--- config.mk ---
export PLATFORM = sky130hd
export DESIGN_NAME = postfix_stack_evaluator
export DESIGN_NICKNAME = d
export VERILOG_FILES = /design/src/hw/rtl/pse_pkg.sv /design/src/hw/rtl/postfix_stack_evaluator.sv /design/src/hw/rtl/pse_ram.sv /design/src/hw/rtl/pse_alu.sv
export SDC_FILE = /design/constraint.sdc
export NUM_CORES = 2
export LEC_CHECK = 0
export BUFFER_PORTS_ARGS = -buffer_cell sky130_fd_sc_hd__buf_2
export CAP_MARGIN = 20
export CORE_MARGIN = 3
export CORE_UTILIZATION = 30
export CTS_CLUSTER_SIZE = 24
export DETAILED_ROUTE_END_ITERATION = 8
export GPL_TIMING_DRIVEN = 0
export MAX_ROUTING_LAYER = met4
export PLACE_DENSITY_LB_ADDON = 0.05
export SLEW_MARGIN = 20
export SYNTH_ARGS = -nofsm -noshare
export SYNTH_HDL_FRONTEND = slang
export SYNTH_SLANG_ARGS = --single-unit
--- constraint.sdc ---
create_clock -name clk_i -period 8.95 [get_ports clk_i]
set_clock_uncertainty 0.15 [all_clocks]
set_input_delay 1.3425 -clock clk_i [delete_from_list [all_inputs] [get_ports clk_i]]
set_output_delay 1.3425 -clock clk_i [all_outputs]
set_load 0.02 [all_outputs]
--- src/hw/rtl/pse_pkg.sv ---
`timescale 1ns / 1ps

package pse_pkg;

  localparam int STACK_DEPTH = 16;
  localparam int STACK_AW    = (STACK_DEPTH > 1) ? $clog2(STACK_DEPTH) : 1;
  localparam int SP_W        = $clog2(STACK_DEPTH + 1);

  localparam int LIT_W  = 24;
  localparam int FRAC_W = 24;
  localparam int Q_W    = LIT_W + FRAC_W;
  localparam int HALF_W = Q_W / 2;
  localparam int ACC_W  = Q_W + HALF_W + 3;
  localparam int MAG_W  = ACC_W - FRAC_W;
  localparam int DIV_STEPS = Q_W + FRAC_W;
  localparam int CNT_W  = $clog2(DIV_STEPS);
  localparam int TYPE_W = 3;
  localparam int STAT_W = 3;

  localparam int IN_TDATA_W  = ((LIT_W + 7) / 8) * 8;
  localparam int OUT_TDATA_W = ((Q_W + SP_W + 7) / 8) * 8;

  localparam logic [Q_W-1:0] Q_MAX_U = {1'b0, {(Q_W-1){1'b1}}};
  localparam logic [Q_W-1:0] Q_MIN_U = {1'b1, {(Q_W-1){1'b0}}};

  typedef enum logic [TYPE_W-1:0] {
    REQ_PUSH = 3'd0,
    REQ_ADD  = 3'd1,
    REQ_SUB  = 3'd2,
    REQ_MUL  = 3'd3,
    REQ_DIV  = 3'd4
  } req_type_e;

  typedef enum logic [STAT_W-1:0] {
    ST_OK    = 3'd0,
    ST_UNDER = 3'd1,
    ST_OVER  = 3'd2,
    ST_DIV0  = 3'd3,
    ST_SAT   = 3'd4
  } status_e;

  typedef struct packed {
    logic done;
    logic sat;
    logic dz;
  } alu_stat_t;

endpackage

--- src/hw/rtl/postfix_stack_evaluator.sv ---
`timescale 1ns / 1ps

// Postfix evaluator over a 16-entry stack of signed Q24.24 values. Each input
// beat carries one token (literal in tdata, token kind in tuser, end of
// expression in tlast) and yields one output beat with the new top, depth and
// status; a tlast token empties the stack after its result. Tokens are taken
// one at a time. A literal, a refused token or an unknown kind goes from decode
// straight to the finish state; add and subtract, multiply (four 24x24 partial
// products through one multiplier) and divide wait on the arithmetic unit, whose
// restoring divider forms one of 72 quotient bits per cycle. The output register
// lets the next token enter while a result is still waiting on the master side.
module postfix_stack_evaluator import pse_pkg::*; (
  input  logic                   clk_i,
  input  logic                   rst_ni,
  input  logic                   s_axis_tvalid,
  output logic                   s_axis_tready,
  input  logic [IN_TDATA_W-1:0]  s_axis_tdata,  // [23:0] literal_value
  input  logic [TYPE_W-1:0]      s_axis_tuser,  // [2:0] req_type
  input  logic                   s_axis_tlast,  // is_last
  output logic                   m_axis_tvalid,
  input  logic                   m_axis_tready,
  output logic [OUT_TDATA_W-1:0] m_axis_tdata,  // [47:0] top_value, [52:48] stack_depth
  output logic [STAT_W-1:0]      m_axis_tuser,  // [2:0] status
  output logic                   m_axis_tlast   // expression_done
);

  typedef enum logic [4:0] {
    S_IDLE   = 5'b00001,
    S_DECODE = 5'b00010,
    S_LOAD   = 5'b00100,
    S_ALU    = 5'b01000,
    S_FINISH = 5'b10000
  } state_e;

  state_e state_q, state_d;

  logic [TYPE_W-1:0]  kind_q, kind_d;
  logic [LIT_W-1:0]   lit_q, lit_d;
  logic               last_q, last_d;
  logic [SP_W-1:0]    sp_q, sp_d;
  logic [Q_W-1:0]     top_q, top_d;
  logic [STAT_W-1:0]  status_q, status_d;

  logic               out_valid_q, out_valid_d;
  logic [Q_W-1:0]     out_top_q, out_top_d;
  logic [SP_W-1:0]    out_depth_q, out_depth_d;
  logic [STAT_W-1:0]  out_status_q, out_status_d;
  logic               out_last_q, out_last_d;

  logic               ram_we;
  logic [STACK_AW-1:0] ram_addr;
  logic [Q_W-1:0]     ram_wdata, ram_rdata;
  logic [SP_W-1:0]    sp_m2;

  logic               alu_start;
  logic [Q_W-1:0]     alu_res;
  alu_stat_t          alu_st;

  assign sp_m2 = sp_q - SP_W'(2);

  pse_ram #(
    .WIDTH (Q_W),
    .DEPTH (STACK_DEPTH)
  ) u_stack (
    .clk_i   (clk_i),
    .we_i    (ram_we),
    .addr_i  (ram_addr),
    .wdata_i (ram_wdata),
    .rdata_o (ram_rdata)
  );

  pse_alu u_alu (
    .clk_i  (clk_i),
    .rst_ni (rst_ni),
    .start_i(alu_start),
    .op_i   (kind_q),
    .a_i    (ram_rdata),
    .b_i    (top_q),
    .res_o  (alu_res),
    .stat_o (alu_st)
  );

  always_comb begin
    state_d      = state_q;
    kind_d       = kind_q;
    lit_d        = lit_q;
    last_d       = last_q;
    sp_d         = sp_q;
    top_d        = top_q;
    status_d     = status_q;
    out_valid_d  = out_valid_q & ~m_axis_tready;
    out_top_d    = out_top_q;
    out_depth_d  = out_depth_q;
    out_status_d = out_status_q;
    out_last_d   = out_last_q;
    ram_we       = 1'b0;
    ram_addr     = sp_m2[STACK_AW-1:0];
    ram_wdata    = alu_res;
    alu_start    = 1'b0;

    case (state_q)
      S_IDLE: begin
        if (s_axis_tvalid) begin
          kind_d  = s_axis_tuser;
          lit_d   = s_axis_tdata[LIT_W-1:0];
          last_d  = s_axis_tlast;
          state_d = S_DECODE;
        end
      end
      S_DECODE: begin
        status_d = ST_OK;
        state_d  = S_FINISH;
        if (kind_q == REQ_PUSH) begin
          if (sp_q == SP_W'(STACK_DEPTH)) begin
            status_d = ST_OVER;
          end else begin
            ram_we    = 1'b1;
            ram_addr  = sp_q[STACK_AW-1:0];
            ram_wdata = {lit_q, {FRAC_W{1'b0}}};
            top_d     = {lit_q, {FRAC_W{1'b0}}};
            sp_d      = sp_q + 1'b1;
          end
        end else if (kind_q == REQ_ADD || kind_q == REQ_SUB ||
                     kind_q == REQ_MUL || kind_q == REQ_DIV) begin
          if (sp_q < SP_W'(2)) begin
            status_d = ST_UNDER;
          end else begin
            // fetch the left operand; the right one is the cached top
            state_d = S_LOAD;
          end
        end
      end
      S_LOAD: begin
        alu_start = 1'b1;
        state_d   = S_ALU;
      end
      S_ALU: begin
        if (alu_st.done) begin
          ram_we   = 1'b1;
          top_d    = alu_res;
          sp_d     = sp_q - 1'b1;
          status_d = alu_st.dz ? ST_DIV0 : (alu_st.sat ? ST_SAT : ST_OK);
          state_d  = S_FINISH;
        end
      end
      S_FINISH: begin
        if (!out_valid_q || m_axis_tready) begin
          out_valid_d  = 1'b1;
          out_top_d    = (sp_q != '0) ? top_q : '0;
          out_depth_d  = sp_q;
          out_status_d = status_q;
          out_last_d   = last_q;
          if (last_q) begin
            sp_d = '0;
          end
          state_d = S_IDLE;
        end
      end
      default: state_d = S_IDLE;
    endcase
  end

  always_ff @(posedge clk_i or negedge rst_ni) begin
    if (!rst_ni) begin
      state_q     <= S_IDLE;
      sp_q        <= '0;
      out_valid_q <= 1'b0;
    end else begin
      state_q     <= state_d;
      sp_q        <= sp_d;
      out_valid_q <= out_valid_d;
    end
  end

  always_ff @(posedge clk_i) begin
    kind_q       <= kind_d;
    lit_q        <= lit_d;
    last_q       <= last_d;
    top_q        <= top_d;
    status_q     <= status_d;
    out_top_q    <= out_top_d;
    out_depth_q  <= out_depth_d;
    out_status_q <= out_status_d;
    out_last_q   <= out_last_d;
  end

  assign s_axis_tready = (state_q == S_IDLE);
  assign m_axis_tvalid = out_valid_q;
  assign m_axis_tdata  = OUT_TDATA_W'({out_depth_q, out_top_q});
  assign m_axis_tuser  = out_status_q;
  assign m_axis_tlast  = out_last_q;

  a_busy_after_accept: assert property (@(posedge clk_i) disable iff (!rst_ni)
    s_axis_tvalid && s_axis_tready |=> !s_axis_tready)
    else $error("input taken again right after a token");

  a_alu_done_in_wait: assert property (@(posedge clk_i) disable iff (!rst_ni)
    alu_st.done |-> state_q == S_ALU)
    else $error("arithmetic result outside its wait state");

  a_depth_bound: assert property (@(posedge clk_i) disable iff (!rst_ni)
    m_axis_tvalid |-> m_axis_tdata[Q_W +: SP_W] <= SP_W'(STACK_DEPTH))
    else $error("reported depth beyond the stack size");

  a_sp_bound: assert property (@(posedge clk_i) disable iff (!rst_ni)
    $past(sp_q) == SP_W'(STACK_DEPTH) && state_q != S_FINISH |-> sp_q <= SP_W'(STACK_DEPTH))
    else $error("stack pointer past the stack size");

endmodule

--- src/hw/rtl/pse_ram.sv ---
`timescale 1ns / 1ps

module pse_ram #(
  parameter int WIDTH = 48,
  parameter int DEPTH = 16
) (
  input  logic                                     clk_i,
  input  logic                                     we_i,
  input  logic [((DEPTH > 1) ? $clog2(DEPTH) : 1)-1:0] addr_i,
  input  logic [WIDTH-1:0]                         wdata_i,
  output logic [WIDTH-1:0]                         rdata_o
);

  logic [WIDTH-1:0] mem [DEPTH];

  always_ff @(posedge clk_i) begin
    if (we_i) begin
      mem[addr_i] <= wdata_i;
    end
    rdata_o <= mem[addr_i];
  end

endmodule

--- src/hw/rtl/pse_alu.sv ---
`timescale 1ns / 1ps

module pse_alu import pse_pkg::*; (
  input  logic                  clk_i,
  input  logic                  rst_ni,
  input  logic                  start_i,
  input  logic [TYPE_W-1:0]     op_i,
  input  logic signed [Q_W-1:0] a_i,
  input  logic signed [Q_W-1:0] b_i,
  output logic [Q_W-1:0]        res_o,
  output alu_stat_t             stat_o
);

  typedef enum logic [3:0] {
    A_IDLE = 4'b0001,
    A_MUL  = 4'b0010,
    A_DIV  = 4'b0100,
    A_FIN  = 4'b1000
  } alu_state_e;

  alu_state_e state_q, state_d;

  logic [CNT_W-1:0]  cnt_q, cnt_d;
  logic              done_q, done_d;
  logic              sat_q, sat_d;
  logic              dz_q, dz_d;
  logic [Q_W-1:0]    res_q, res_d;
  logic              neg_q, neg_d;
  logic              is_mul_q, is_mul_d;
  logic              big_q, big_d;
  logic [Q_W-1:0]    ma_q, ma_d;
  logic [Q_W-1:0]    mb_q, mb_d;
  logic [ACC_W-1:0]  acc_q, acc_d;
  logic [Q_W-1:0]    prod_q, prod_d;
  logic [Q_W-1:0]    rem_q, rem_d;
  logic [Q_W-1:0]    quo_q, quo_d;
  logic [Q_W-1:0]    num_q, num_d;

  logic [Q_W-1:0]    ma_c, mb_c;
  logic [Q_W:0]      sum_c;
  logic [HALF_W-1:0] mx_c, my_c;
  logic [ACC_W-1:0]  addend_c;
  logic [Q_W:0]      rem_sh_c;
  logic [Q_W+1:0]    diff_c;
  logic [MAG_W-1:0]  mag_c;

  assign ma_c = a_i[Q_W-1] ? Q_W'(-a_i) : Q_W'(a_i);
  assign mb_c = b_i[Q_W-1] ? Q_W'(-b_i) : Q_W'(b_i);

  // cnt 0..3 picks the partial product, low halves first
  always_comb begin
    case (cnt_q[1:0])
      2'd0:    begin mx_c = ma_q[HALF_W-1:0];   my_c = mb_q[HALF_W-1:0];   end
      2'd1:    begin mx_c = ma_q[HALF_W-1:0];   my_c = mb_q[Q_W-1:HALF_W]; end
      2'd2:    begin mx_c = ma_q[Q_W-1:HALF_W]; my_c = mb_q[HALF_W-1:0];   end
      default: begin mx_c = ma_q[Q_W-1:HALF_W]; my_c = mb_q[Q_W-1:HALF_W]; end
    endcase
  end

  always_comb begin
    case (cnt_q[2:0])
      3'd1:    addend_c = ACC_W'(prod_q);
      3'd4:    addend_c = ACC_W'(prod_q) << Q_W;
      default: addend_c = ACC_W'(prod_q) << HALF_W;
    endcase
  end

  assign rem_sh_c = {rem_q, num_q[Q_W-1]};
  assign diff_c   = {1'b0, rem_sh_c} - {2'b00, mb_q};
  assign mag_c    = is_mul_q ? acc_q[ACC_W-1:FRAC_W] : MAG_W'(quo_q);

  always_comb begin
    state_d  = state_q;
    cnt_d    = cnt_q;
    done_d   = 1'b0;
    sat_d    = sat_q;
    dz_d     = dz_q;
    res_d    = res_q;
    neg_d    = neg_q;
    is_mul_d = is_mul_q;
    big_d    = big_q;
    ma_d     = ma_q;
    mb_d     = mb_q;
    acc_d    = acc_q;
    prod_d   = prod_q;
    rem_d    = rem_q;
    quo_d    = quo_q;
    num_d    = num_q;
    sum_c    = '0;

    case (state_q)
      A_IDLE: begin
        if (start_i) begin
          sat_d    = 1'b0;
          dz_d     = 1'b0;
          neg_d    = a_i[Q_W-1] ^ b_i[Q_W-1];
          ma_d     = ma_c;
          mb_d     = mb_c;
          cnt_d    = '0;
          big_d    = 1'b0;
          acc_d    = '0;
          rem_d    = '0;
          quo_d    = '0;
          num_d    = ma_c;
          is_mul_d = (op_i == REQ_MUL);
          if (op_i == REQ_ADD || op_i == REQ_SUB) begin
            sum_c = (op_i == REQ_ADD) ? {a_i[Q_W-1], a_i} + {b_i[Q_W-1], b_i}
                                      : {a_i[Q_W-1], a_i} - {b_i[Q_W-1], b_i};
            if (sum_c[Q_W] != sum_c[Q_W-1]) begin
              sat_d = 1'b1;
              res_d = sum_c[Q_W] ? Q_MIN_U : Q_MAX_U;
            end else begin
              res_d = sum_c[Q_W-1:0];
            end
            done_d = 1'b1;
          end else if (op_i == REQ_MUL) begin
            state_d = A_MUL;
          end else if (b_i == '0) begin
            dz_d   = 1'b1;
            res_d  = a_i[Q_W-1] ? Q_MIN_U : Q_MAX_U;
            done_d = 1'b1;
          end else begin
            state_d = A_DIV;
          end
        end
      end
      A_MUL: begin
        prod_d = Q_W'(mx_c * my_c);
        if (cnt_q != '0) begin
          acc_d = acc_q + addend_c;
        end
        if (cnt_q == CNT_W'(4)) begin
          // high-by-high product alone already past the range
          big_d   = |prod_q[Q_W-1:FRAC_W-1];
          state_d = A_FIN;
        end
        cnt_d = cnt_q + 1'b1;
      end
      A_DIV: begin
        big_d = big_q | quo_q[Q_W-1];
        num_d = {num_q[Q_W-2:0], 1'b0};
        if (!diff_c[Q_W+1]) begin
          rem_d = diff_c[Q_W-1:0];
          quo_d = {quo_q[Q_W-2:0], 1'b1};
        end else begin
          rem_d = rem_sh_c[Q_W-1:0];
          quo_d = {quo_q[Q_W-2:0], 1'b0};
        end
        if (cnt_q == CNT_W'(DIV_STEPS - 1)) begin
          state_d = A_FIN;
        end
        cnt_d = cnt_q + 1'b1;
      end
      A_FIN: begin
        if (neg_q) begin
          if (big_q || mag_c > MAG_W'(Q_MIN_U)) begin
            sat_d = 1'b1;
            res_d = Q_MIN_U;
          end else begin
            res_d = Q_W'(-mag_c[Q_W-1:0]);
          end
        end else begin
          if (big_q || mag_c > MAG_W'(Q_MAX_U)) begin
            sat_d = 1'b1;
            res_d = Q_MAX_U;
          end else begin
            res_d = mag_c[Q_W-1:0];
          end
        end
        done_d  = 1'b1;
        state_d = A_IDLE;
      end
      default: state_d = A_IDLE;
    endcase
  end

  always_ff @(posedge clk_i or negedge rst_ni) begin
    if (!rst_ni) begin
      state_q <= A_IDLE;
      done_q  <= 1'b0;
      cnt_q   <= '0;
    end else begin
      state_q <= state_d;
      done_q  <= done_d;
      cnt_q   <= cnt_d;
    end
  end

  always_ff @(posedge clk_i) begin
    sat_q    <= sat_d;
    dz_q     <= dz_d;
    res_q    <= res_d;
    neg_q    <= neg_d;
    is_mul_q <= is_mul_d;
    big_q    <= big_d;
    ma_q     <= ma_d;
    mb_q     <= mb_d;
    acc_q    <= acc_d;
    prod_q   <= prod_d;
    rem_q    <= rem_d;
    quo_q    <= quo_d;
    num_q    <= num_d;
  end

  assign res_o       = res_q;
  assign stat_o.done = done_q;
  assign stat_o.sat  = sat_q;
  assign stat_o.dz   = dz_q;

endmodule

======== Word level (Yosys, flattened, before mapping) ========
Memories as Yosys holds them, arrays and structs flattened. A register that Yosys moved wholly into a read port is not among the register bits.
Cells that the tools add are included.
storage, ports and cells
  logic and storage cells ................. 215
  bits in writable memories ............... 768
  register bits after elaboration ......... 575
  memories ................................ 1
operators by class
  equal/unequal tests ..................... 37
  $mul .................................... 1
  multiplexer cells ....................... 92
  reduce and logical (&&, ||, !) cells .... 37
  add/sub/neg operators ................... 11
  bitwise logic cells ..................... 4
  $lt $le $gt $ge ......................... 3
memory list
  name         depth  width  read ports  clocked after Yosys merged registers in  wr ports  line           text
  u_stack.mem  16     48     1           1                                        1         pse_ram.sv:14  logic [WIDTH-1:0] mem [DEPTH];
operators by type and width
  cell                                                                               count
  48-bit two-way mux                                                                 20
  48-bit case mux with 2 select lines                                                5
  75-bit case mux with 2 select lines                                                2
  75-bit two-way mux                                                                 2
  48-bit negator                                                                     3
  75-bit adder                                                                       1
  5-bit two-way mux                                                                  11
  51-bit by 47-bit greater-than comparator with 1-bit output, second input constant  1
  51-bit by 48-bit greater-than comparator with 1-bit output, second input constant  1
  51-bit two-way mux                                                                 1
  49-bit by 48-bit subtractor with 50-bit output                                     1
  48-bit by 48-bit adder with 49-bit output                                          1
  49-bit two-way mux                                                                 1
  48-bit by 48-bit subtractor with 49-bit output                                     1
  48-bit logical NOT                                                                 1
  24-bit by 24-bit multiplier with 48-bit output                                     1
  24-bit two-way mux                                                                 2
  47-bit two-way mux                                                                 1
  4-bit two-way mux                                                                  9
  5-bit case mux with 5 select lines                                                 1
  25-bit OR reduction                                                                1
  1-bit two-way mux                                                                  23
  5-bit case mux with 3 select lines                                                 1
  2-bit inequality test, second input constant                                       7
  52 further kinds                                                                   87

======== Logic depth before layout (Yosys ltp) ========
  depth in word-level cells ............... 7
  depth in mapped cells ................... 34

======== Cells and area by module ========
A second synthesis with hierarchy kept.
second synthesis, totals
  cells, all modules ...................... 7200
  area total of the unflattened synthesis .. 85862.3 sq um
modules (own cells, without submodules)
  module                   cells an instance  area each (sq um)  seq. area each (sq um)  instances
  pse_alu                  5499               49764.0            12793.5                 1
  pse_ram                  1243               29736.0            24023.0                 1
  postfix_stack_evaluator  458                6362.4             4360.4                  1

======== Least setup slack after synthesis ========
Ideal clock, no wire load.
  kind .................................... reg2reg
  from .................................... reg u_alu.cnt_q[0]
  to ...................................... reg u_alu.prod_q[42] (data pin)
  cell stages (with the launch flop) ...... 33
  library setup time ...................... 0.258 ns
  arrival ................................. 8.399 ns
  path buffers ............................ 4
  clock period less this slack ............ 8.808 ns
  required time ........................... 8.542 ns
  setup slack ............................. 0.142 ns
  cells stage by stage .................... dfrtp_1 > inv_1 > ha_1 > nor2_1 > buf_1 > clkbuf_1 > mux2i_1 > clkbuf_1 > nor2_1 > fa_1 > fa_1 > inv_1 > fa_1 > fa_1 > inv_1 > fa_1 > fa_1 > inv_1 > fa_1 > inv_1 > ha_1 > clkbuf_1 > and3_1 > and3_1 > and2_1 > a311o_1 > a21oi_1 > o2bb2ai_1 > o21a_1 > o21ai_0 > o21ai_0 > a21oi_1 > xnor2_1
on the way
  longest elaborated chain between the ends .. 4
  elaborated cells on any way between the ends .. 8
  those cells by class .................... mul: 1; eq/ne: 2; mux: 2; reduce/logical: 3
RTL lines
  item                                                              line            text
  from (decl)                                                       pse_alu.sv:23   logic [CNT_W-1:0] cnt_q, cnt_d;
  from (signal assigned)                                            pse_alu.sv:185  cnt_q <= cnt_d;
  2-bit by 1-bit == test with 1-bit output (tied with other cells)  pse_alu.sv:52   case (cnt_q[1:0])
  2-bit OR reduction (no source line)                               -
  24-bit two-way mux                                                pse_alu.sv:52
  24-bit by 24-bit multiplier with 48-bit output (*)                pse_alu.sv:128  prod_d = Q_W'(mx_c * my_c);
  to (signal assigned)                                              pse_alu.sv:199  prod_q <= prod_d;
  to (decl)                                                         pse_alu.sv:34   logic [Q_W-1:0] prod_q, prod_d;
Every way passes the cells marked *; elsewhere a longest branch is shown, timed or not.
A chain may end at the register's enable or synchronous reset.

======== Final worst setup path ========
  from .................................... reg top_q[1]
  to ...................................... reg u_alu.res_q[13], in the netlist u_alu.res_o[13] (data pin)
on the way
  longest elaborated chain between the ends .. 7
  elaborated cells on any way between the ends .. 9
  those cells by class .................... add/sub: 2; eq/ne: 1; mux: 6
RTL lines
  item                                                                                                                line                            text
  from (decl)                                                                                                         postfix_stack_evaluator.sv:41   logic [Q_W-1:0] top_q, top_d;
  from (signal assigned)                                                                                              postfix_stack_evaluator.sv:179  top_q <= top_d;
  48-bit by 48-bit subtractor with 49-bit output / 48-bit by 48-bit adder with 49-bit output (equally long branches)  pse_alu.sv:108, pse_alu.sv:107
  49-bit two-way mux (*)                                                                                              pse_alu.sv:107                  sum_c = (op_i == REQ_ADD) ? {a_i[Q_W-1], a_i} + {b_i[Q_W-1], b_i}
  48-bit two-way mux / 1-bit inequality test (equally long branches)                                                  pse_alu.sv:111, pse_alu.sv:109
  48-bit two-way mux (*)                                                                                              pse_alu.sv:109                  if (sum_c[Q_W] != sum_c[Q_W-1]) begin
  48-bit two-way mux (*)                                                                                              pse_alu.sv:106                  if (op_i == REQ_ADD || op_i == REQ_SUB) begin
  48-bit two-way mux (*)                                                                                              pse_alu.sv:93                   if (start_i) begin
  48-bit case mux with 2 select lines (*)                                                                             pse_alu.sv:91                   case (state_q)
  named net u_alu.res_d[13]                                                                                           pse_alu.sv:27                   logic [Q_W-1:0] res_q, res_d;
  to (signal assigned)                                                                                                pse_alu.sv:192                  res_q <= res_d;
  to (decl)                                                                                                           pse_alu.sv:27
Mark *: on every way through the listed nets, which the timed path passes. The rest lies on a longest branch. The select of a mux whose other input is x is not followed.

==> summary.txt <==
Placement
  • Post-DP HPWL: between 200 and 300 mm
  • Post-DP Area: roughly 94000 sq um
  • # port buffers: 90
  • Routability cong.: between 0.9 and 1

Hold path
  • HP Class: flop to flop
  • Hold Crit Start: status_q[2]
  • Hold Path Depth: 0

Global route
  • First-pass GRT wire length: approximately 480 mm
  • Global route overflow: 0
  • Vias in the first global route: a little over 60k
  • Largest net degree at the start of global routing: 65
  • Initial antenna violation count: 10
  • Total GRT Usage: between 20% and 30%

Layout
  • Final Cell Area: 101100 sq um
  • Area Growth Syn to Fin: 17.45%
  • Fin nets: 8659
  • Max FFs per register: ~770
  • Share of cells above drive strength 1: between 10% and 20%
  • Biggest register: u_stack.mem
  • Largest regs: u_stack.mem: 768 flops, u_alu.acc_q: 75 flops
  • Fill count: 28.38k

Timing
  • Hold_ws: 340.8 ps
  • Final setup vio count: 0
  • Slew Limit Fails: 0
  • Max Fclk: approximately 0.12 GHz
  • Final Hold Vio Count: 0
  • Final worst-path cycle share: 97.04%
  • Normalized max-slew margin: 12.23%
  • Post-layout min period: 8685 ps
  • Pin slew with the least headroom to its limit: approximately 1300 ps

Die
  • Initial Util: about 30%
  • Number of core rows: roughly 200
  • Die Y: about 540 microns
  • Ports: between 90 and 100
  • CORE AREA: 285500 sq um
  • Die Wd: about 540 microns
  • Die Area: 293500 sq um

Routing
  • Total Wirelength: approximately 340 mm
  • DR DRC count: 0
  • DRT antenna net count: 0
  • Vias per cell: a little over 5
  • DR pass1 iterations: 7
  • Vias: ~60k
  • 1st-iter DRT viols: ~4.9k
  • Routed length per instance: between 20 and 30 microns

Synth
  • Mean post-synth cell area: approximately 12 sq um
  • Mapped Cells: between 7k and 8k
  • Post-synth EDFFs: 1320
  • Main flop type after synthesis: edfxtp_1
  • Flops & latches, synth: 1391
  • Post-synth cell types: between 90 and 100
  • Yosys warning total: 0
  • FFs w/ async S/R, synth: under 10%
  • Cell Area, Synth: between 80000 and 90000 sq um
  • Sequential fraction of the synthesis area: between 40% and 50%

Setup path
  • Critical-path maximum fanout: 8
  • Critical Path AT: 9020 ps
  • Worst r2r path cells: 24
  • Worst Setup SP: top_q[1]
  • CP required: 9290 ps
  • CP endpoint kind: flop
  • Critical R2R Launch: top_q[1]
  • Kind of critical path: flop to flop
  • Critical Path Source Type: flop

CTS
  • H-tree levels: 4
  • CTS tree: yes
  • Worst skew pair latency: ~870 ps
  • TritonCTS buffer count: 169
  • Clk root buf: clkbuf_16
  • CTS Sinks: around 1.4k
  • Hold buffer count at CTS: 0
  • Worst-path clk slew: roughly 60 ps
  • Clk buf depth: 4

Run status
  • Status: finished, final reports clean

Run
  • Max-cap violations: 0
==> cell families after synthesis <==
kind of cell,synth area share [%]
simple gates,11.77
flops,47.82
compound gates,8.924
buf+inv,4.471
fa+ha+maj,16.47
mux,7.003
xor+xnor,3.530
other cells,0.004355
==> placed cells by master (no fill, tap or decap), types with 32 or more instances in the layout <==
| cell type | n |
|---|---|
| o21bai_1 | 38 |
| o31ai_1 | 36 |
| nor4_1 | 37 |
| mux2i_1 | 82 |
| mux2_2 | 34 |
| buf_12 | 46 |
| xnor2_1 | 230 |
| nand2_1 | 890 |
| a31oi_1 | 40 |
| nor2_1 | 673 |
| nand2b_1 | 55 |
| clkbuf_2 | 38 |
| buf_4 | 91 |
| nand4_1 | 48 |
| clkbuf_1 | 258 |
| a21oi_1 | 289 |
| inv_1 | 649 |
| a22o_1 | 49 |
| o21ai_0 | 204 |
| xor2_1 | 117 |
| a221o_1 | 55 |
| edfxtp_1 | 1320 |
| dfxtp_1 | 48 |
| buf_16 | 47 |
| mux4_2 | 192 |
| o21a_1 | 32 |
| and2_1 | 151 |
| clkbuf_16 | 181 |
| ha_1 | 349 |
| a21o_1 | 153 |
| buf_2 | 112 |
| mux2i_4 | 37 |
| nand3_1 | 80 |
| fa_1 | 482 |
| nor2b_1 | 74 |
| nor3_1 | 60 |
==> per-layer routing <==
| metal | GRT usage (%) | part of all wire (%) |
|---|---|---|
| met4 | 7.836 | 4.0 |
| met2 | 39.27 | 49 |
| met5 | - | 0 |
| met1 | 29.69 | 43 |
| met3 | 2.193 | 3.7 |
==> Yosys cell counts, drive strengths merged (57+ instances only) <==
master,instances,area [sq um]
a21o,153,1149
a21oi,295,1480
and2,153,957.2
clkbuf,314,1180
edfxtp,1320,39640
fa,486,9729
ha,356,4454
inv,653,2451
mux2i,125,1251
mux4,192,4324
nand2,892,3348
nand2b,57,371.6
nand3,80,400.4
nor2,683,2564
nor2b,83,519.3
nor3,61,310.3
o21ai,241,1214
xnor2,230,2014
xor2,117,1025
==> final timing paths <==
path                                     to  slack, ps
min reg2reg                 m_axis_tuser[2]        340
min                         m_axis_tuser[2]        340
max                         u_alu.res_o[13]        270
max reg2reg                 u_alu.res_o[13]        270
max in group asynchronous  u_alu.state_q[2]       7680
min in group asynchronous        state_q[1]        430
==> per-stage QoR <==
step / util (%) / setup TNS [ps] / cells / setup slack, ps
2_1_floorplan: - / 0 / 7356 / 142.2
3_3_place_gp: 31.97 / -1853240 / 11210 / -3083
3_5_place_dp: 32.79 / -75100 / 11290 / -2985
4_1_cts: 35.25 / 0 / 11660 / 0.7665
5_1_grt: 35.42 / -31.44 / 11680 / -13.58
6_report: 35.43 / 0 / 11690 / 265.3
==> cell type report <==
class                      count  area (sq um)  area share (%)
inverter                     653          2461           2.434
antenna                        7         17.52         0.01732
multi-input combinational   4951         42150           41.68
timing repair buffer         263          3297           3.260
buffer                       356          2009           1.987
tap                         3762          4707           4.654
clock buffer                 220          4501           4.450
clock inverter                82         812.0          0.8029
sequential                  1391         41180           40.72
==> what timing repair did <==
item | CTS | global route
resized for setup | 274 | 79
cloned | 0 | 2
pin swaps | 11 | 19
setup endpoints to repair | 67 | 58
setup buffers | 61 | 25
==> worst max-delay path, stage by stage (launching register included) <==
cell and delay (ps):
edfxtp_1 600, or4_1 590, nor2_1 210, nand2_1 170, or4_1 420, clkbuf_1 260
nor3_4 290, nand2_1 140, or3_1 380, or2_2 350, o41ai_1 330, xnor2_1 130
ha_1 290, clkbuf_1 340, a21oi_1 110, o21ai_0 510, nor2_1 230, nor4_1 400
a21oi_2 140, o21ai_0 600, xor2_1 280, o31a_1 350, buf_2 180, a221oi_1 780
a21oi_1 130
Power is not shown: default switching activity piles up to over one toggle a cycle in this logic, so the estimate is an artifact.
